`src/cpseg_pkg.sv`:
```
package cpseg_pkg;

    // coordinate and arithmetic widths
    localparam int COORD_W  = 32;
    localparam int DIFF_W   = COORD_W + 1;
    localparam int PROD_W   = 2 * DIFF_W;
    localparam int ROOT_W   = COORD_W + 1;
    localparam int SREM_W   = ROOT_W + 1;
    localparam int QUO_W    = COORD_W + 3;

    // stream widths
    localparam int IN_W     = 9 * COORD_W;
    localparam int OUT_RAW  = 3 * COORD_W + 2 * ROOT_W;
    localparam int OUT_W    = ((OUT_RAW + 7) / 8) * 8;

    // unit and total latencies
    localparam int SQ_LAT    = ROOT_W;
    localparam int DIV_LAT   = QUO_W;
    localparam int LAT_TOTAL = 3 + SQ_LAT + DIV_LAT + 2 + DIV_LAT + 3 + SQ_LAT + 1;

endpackage

```
`src/cpseg_sqrt.sv`:
```
module cpseg_sqrt (
    input  logic                          i_clk,
    input  logic                          i_en,
    input  logic [cpseg_pkg::PROD_W-1:0]  i_rad,
    output logic [cpseg_pkg::ROOT_W-1:0]  o_root
);
    import cpseg_pkg::*;

    logic [SREM_W-1:0] r_rem  [ROOT_W];
    logic [ROOT_W-1:0] r_root [ROOT_W];
    logic [PROD_W-1:0] r_rad  [ROOT_W];

    // one root bit per stage, two radicand bits brought down
    for (genvar k = 0; k < ROOT_W; k++) begin : g_step
        logic [SREM_W-1:0] w_rem;
        logic [ROOT_W-1:0] w_root;
        logic [PROD_W-1:0] w_rad;
        logic [SREM_W+1:0] w_t;
        logic [SREM_W+1:0] w_trial;

        if (k == 0) begin : g_first
            assign w_rem  = '0;
            assign w_root = '0;
            assign w_rad  = i_rad;
        end else begin : g_next
            assign w_rem  = r_rem[k-1];
            assign w_root = r_root[k-1];
            assign w_rad  = r_rad[k-1];
        end

        assign w_t     = {w_rem, w_rad[PROD_W-1-2*k -: 2]};
        assign w_trial = {1'b0, w_root, 2'b01};

        always_ff @(posedge i_clk) begin
            if (i_en) begin
                r_rad[k] <= w_rad;
                if (w_t >= w_trial) begin
                    r_rem[k]  <= SREM_W'(w_t - w_trial);
                    r_root[k] <= {w_root[ROOT_W-2:0], 1'b1};
                end else begin
                    r_rem[k]  <= w_t[SREM_W-1:0];
                    r_root[k] <= {w_root[ROOT_W-2:0], 1'b0};
                end
            end
        end
    end

    assign o_root = r_root[ROOT_W-1];

endmodule

```
`config.mk`:
```
export PLATFORM = sky130hd
export DESIGN_NAME = cpseg_sqrt
export DESIGN_NICKNAME = d
export VERILOG_FILES = /design/src/cpseg_pkg.sv /design/src/cpseg_sqrt.sv
export SDC_FILE = /design/constraint.sdc
export NUM_CORES = 2
export LEC_CHECK = 0
export BUFFER_PORTS_ARGS = -buffer_cell sky130_fd_sc_hd__buf_2
export CAP_MARGIN = 10
export CORE_MARGIN = 8
export CORE_UTILIZATION = 34
export CTS_CLUSTER_DIAMETER = 100
export CTS_CLUSTER_SIZE = 16
export DETAILED_ROUTE_END_ITERATION = 10
export PLACE_DENSITY_LB_ADDON = 0.12
export SETUP_SLACK_MARGIN = 0.15
export SKIP_LAST_GASP = 1
export SYNTH_ARGS = -nofsm -noshare
export SYNTH_HDL_FRONTEND = slang
export SYNTH_MEMORY_MAX_BITS = 65536
export SYNTH_SLANG_ARGS = --single-unit
```
`constraint.sdc`:
```
create_clock -name i_clk -period 10.1 [get_ports i_clk]
set_input_delay 0.505 -clock i_clk [delete_from_list [all_inputs] [get_ports i_clk]]
set_output_delay 0.505 -clock i_clk [all_outputs]
set_load 0.01 [all_outputs]
```
==> results.json <==
{
  "result_of_the_run": "finished clean",
  "total_iterations_of_the_first_detailed_routing_run": 5,
  "hold_path_class": "input pin to flip-flop",
  "number_of_buffers_on_the_longest_clock_path": 4,
  "cts_tree": "yes",
  "route.final.wire_length_um": 273000,
  "worstMarginPinSlew_ns": 1.26,
  "post_cts_resized": 0,
  "drt-initial-drc-count": 5250,
  "floorplan.core_area_um2": 364000,
  "dp.final_hpwl_um": 197000,
  "placement.setup.worst_slack_ns": 5.35,
  "routed_via_density": 4.96,
  "number_of_global_route_vias_before_repair": 72487,
  "syn_area_cell_um2": 12.9,
  "final-seq-area_um2": 79700,
  "rows": 222,
  "achievable-frequency_mhz": 229,
  "max-vdd-ir-drop_v": 0.000130,
  "finalSetupTns_ns": 0,
  "area_occupied_by_multi_input_gates_um2": 40800,
  "relSlewSlack_pct": 15.2,
  "post_synth_design_cell_area_um2": 124000,
  "drive_gt1_share_pct": 5.38,
  "grt.total_usage_pct": 13.8,
  "routed_wl_per_cell_um": 18.6,
  "synth.yosys.seq_area_share_pct": 64.2,
  "synth.area.top_cells": "sky130_fd_sc_hd__edfxtp_1 64%, sky130_fd_sc_hd__ha_1 6.0%, sky130_fd_sc_hd__xor2_1 3.1%",
  "routed-via-count": 72762,
  "synth.top_cells.by_count": "2653 x sky130_fd_sc_hd__edfxtp_1, 776 x sky130_fd_sc_hd__nand2_1, 741 x sky130_fd_sc_hd__inv_1",
  "synth_area_leader_cell": "sky130_fd_sc_hd__edfxtp_1",
  "worst_slack_ns": 5.72,
  "placed_cells": 14388,
  "crit_arrival_ns": 5.01,
  "post_drt_antenna_nets": 0,
  "globalRouteOverflowTotal": 0,
  "dieHeight_um": 620,
  "critical_path_class": "flip-flop to flip-flop",
  "synth_top_family_by_area": "simple AND/OR/NAND/NOR gates",
  "synth_top_flop_cell": "sky130_fd_sc_hd__edfxtp_1",
  "floorplan.initialDensity_pct": 34.1,
  "placement.io_buffers": 100,
  "clkSinkCount": 2654,
  "cp.required_ns": 10.74,
  "post_synth_fa_ha_maj_area_fraction_pct": 6.02,
  "cts-buffers-inserted": 191,
  "launching_element_type_of_the_critical_path": "flip-flop",
  "critPathMaxFanout": 61,
  "ioPinCount": 101,
  "clk_pin_slew_worst_paths_ns": 0.07,
  "report.final.setup_viol": 0,
  "die_area_um2": 385000,
  "p_leak_uw": 0.0503,
  "synthSimpleGateAreaFrac_pct": 10.3,
  "area_growth_syn_to_layout_pct": 9.77,
  "finalNetCount": 10496,
  "largest_net_degree_at_the_start_of_global_routing": 187,
  "syn_inst": 9638,
  "layoutNonFillerInstCount": 14681,
  "final.setup_skew_ns": 0.0750,
  "yosysMostFrequentCell": "sky130_fd_sc_hd__edfxtp_1",
  "die_span_in_x_um": 620,
  "asyncSetResetFlopFracSynth_pct": 0,
  "synth.area.mux_share_pct": 0.631,
  "post-route-period-util_pct": 43.3,
  "synth_edf_count": 2653,
  "fraction_of_post_synthesis_cell_area_in_the_top_cell_type_by_area_pct": 64.2,
  "synth_seq_cells": 2654,
  "synth_compound_gate_area_share_pct": 9.75,
  "clock_latency_on_the_worst_skew_pair_ns": 0.90,
  "num-fill-cells": 34777,
  "grt_antenna_before_repair": 6,
  "synthDistinctLibCells": 96,
  "grt_first_pass_wirelength_um": 423000,
  "remaining_drc_errors": 0,
  "rsz0062_at_grt": "false",
  "clock_tree.root_cell": "sky130_fd_sc_hd__clkbuf_16",
  "htree_levels": 4,
  "yosys.area_share.xor_xnor_pct": 6.13,
  "syn_nets": 10303,
  "power-per-cell-area_nw_per_um2": 208,
  "max_cap_violations": 0,
  "globalplace.congestion": 0.848,
  "yosys_warnings": 0,
  "period_minus_slack_ns": 4.38,
  "drv_slew": 0,
  "critPathCaptureType": "flip-flop",
  "report.final.hold_viol_count": 0
}
-- routing by layer --
| metal | vias up | share of wire (%) | track usage [%] |
|---|---|---|---|
| met5 | - | 0 | 0 |
| met4 | 0 | 2.7 | 3.60 |
| met3 | 369 | 3.3 | 1.61 |
| met2 | 1059 | 49 | 24.2 |
| met1 | 35462 | 45 | 18.1 |
| li1 | 35872 | - | - |
-- cells in the final DEF (no fill, tap or decap), types with 32 or more instances in the layout --
cell and instances:
sky130_fd_sc_hd__o21bai_1 53, sky130_fd_sc_hd__o21a_1 85, sky130_fd_sc_hd__dlygate4sd3_1 66, sky130_fd_sc_hd__or3_1 110, sky130_fd_sc_hd__xor2_1 445, sky130_fd_sc_hd__o21ai_0 643, sky130_fd_sc_hd__mux2_2 58, sky130_fd_sc_hd__a21o_1 232
sky130_fd_sc_hd__nor3_1 250, sky130_fd_sc_hd__nor2_1 444, sky130_fd_sc_hd__buf_4 54, sky130_fd_sc_hd__nor4b_1 32, sky130_fd_sc_hd__o31ai_1 49, sky130_fd_sc_hd__or4_1 50, sky130_fd_sc_hd__buf_2 99, sky130_fd_sc_hd__nand3_1 151
sky130_fd_sc_hd__a31oi_1 57, sky130_fd_sc_hd__and3_1 65, sky130_fd_sc_hd__o211ai_1 32, sky130_fd_sc_hd__ha_1 597, sky130_fd_sc_hd__and2_1 58, sky130_fd_sc_hd__nand2b_1 133, sky130_fd_sc_hd__xnor2_1 424, sky130_fd_sc_hd__inv_1 741
sky130_fd_sc_hd__nand4_1 86, sky130_fd_sc_hd__nor2b_1 95, sky130_fd_sc_hd__nand2_1 776, sky130_fd_sc_hd__edfxtp_1 2653, sky130_fd_sc_hd__clkbuf_16 192, sky130_fd_sc_hd__a21oi_1 459, sky130_fd_sc_hd__a211oi_1 61, sky130_fd_sc_hd__nor4_1 130
-- stage by stage --
| step | instance area, um^2 | utilization, % | power [uW] | hold slack (ns) |
|---|---|---|---|---|
| 3_5_place_dp | 130000 | 35.8 | 21300 | 0.405 |
| 3_3_place_gp | 130000 | 35.8 | 21300 | 0.400 |
| 6_report | 136000 | 37.4 | 28300 | 0.236 |
| 5_1_grt | 136000 | 37.4 | 30000 | 0.186 |
| 4_1_cts | 136000 | 37.4 | 28800 | 0.0627 |
| 2_1_floorplan | 124000 | - | 19400 | 0.400 |
-- area by class of cell --
type                       count  share of cell area, %
sequential                  2654                   58.5
multi-input combinational   6013                   29.9
tap                         4816                   4.42
clock buffer                 203                   3.56
inverter                     742                   2.04
timing repair buffer         229                   1.29
clock inverter                21                  0.230
antenna                        3                0.00551
-- report_power, final --
group / leakage (uW) / internal (uW) / switching (uW) / total (uW)
sequential: 0.0256 / 13900 / 986 / 14900
clock: 0.00251 / 3450 / 3770 / 7220
combinational: 0.0223 / 2590 / 3600 / 6190
-- worst max-delay path, stage by stage, from the launching register on --
cell and delay, ns:
sky130_fd_sc_hd__edfxtp_1 0.40, sky130_fd_sc_hd__inv_1 0.07, sky130_fd_sc_hd__ha_1 0.33, sky130_fd_sc_hd__nor2b_1 0.29, sky130_fd_sc_hd__o2111ai_1 0.19, sky130_fd_sc_hd__a31oi_1 0.21
sky130_fd_sc_hd__nor2_1 0.11, sky130_fd_sc_hd__o21ai_0 0.85, sky130_fd_sc_hd__o21ai_0 0.48, sky130_fd_sc_hd__a21oi_4 0.21, sky130_fd_sc_hd__buf_4 0.54, sky130_fd_sc_hd__mux2_2 0.41
-- cells by family after synthesis --
| group | count (synthesis) |
|---|---|
| flops | 2654 |
| fa+ha+maj | 597 |
| simple gates | 2532 |
| compound gates | 1944 |
| mux | 71 |
| buf+inv | 971 |
| xor+xnor | 869 |
-- repair_timing --
action                                 in CTS  in global routing
endpoints found under the hold margin      66                  0
hold buffers                               66                  0
buffers inserted                            0                  0
-- path summary, 6_finish.rpt --
check / end / start / cells past startpoint / slack, ns
max: r_rem[31][11] / r_root[30][0] / 11 / 5.72
min: r_root[12][4] / i_en / 1 / 0.24
min reg2reg: r_rad[0][562] / r_rad[0][496] / 0 / 0.38
max reg2reg: r_rem[31][11] / r_root[30][0] / 11 / 5.72
-- flip-flops by register name, summed over array words and instances (netlist names) --
name,cells
r_rad,1056
r_rem,1037
r_root,561
(Power assumes the default switching activity.)
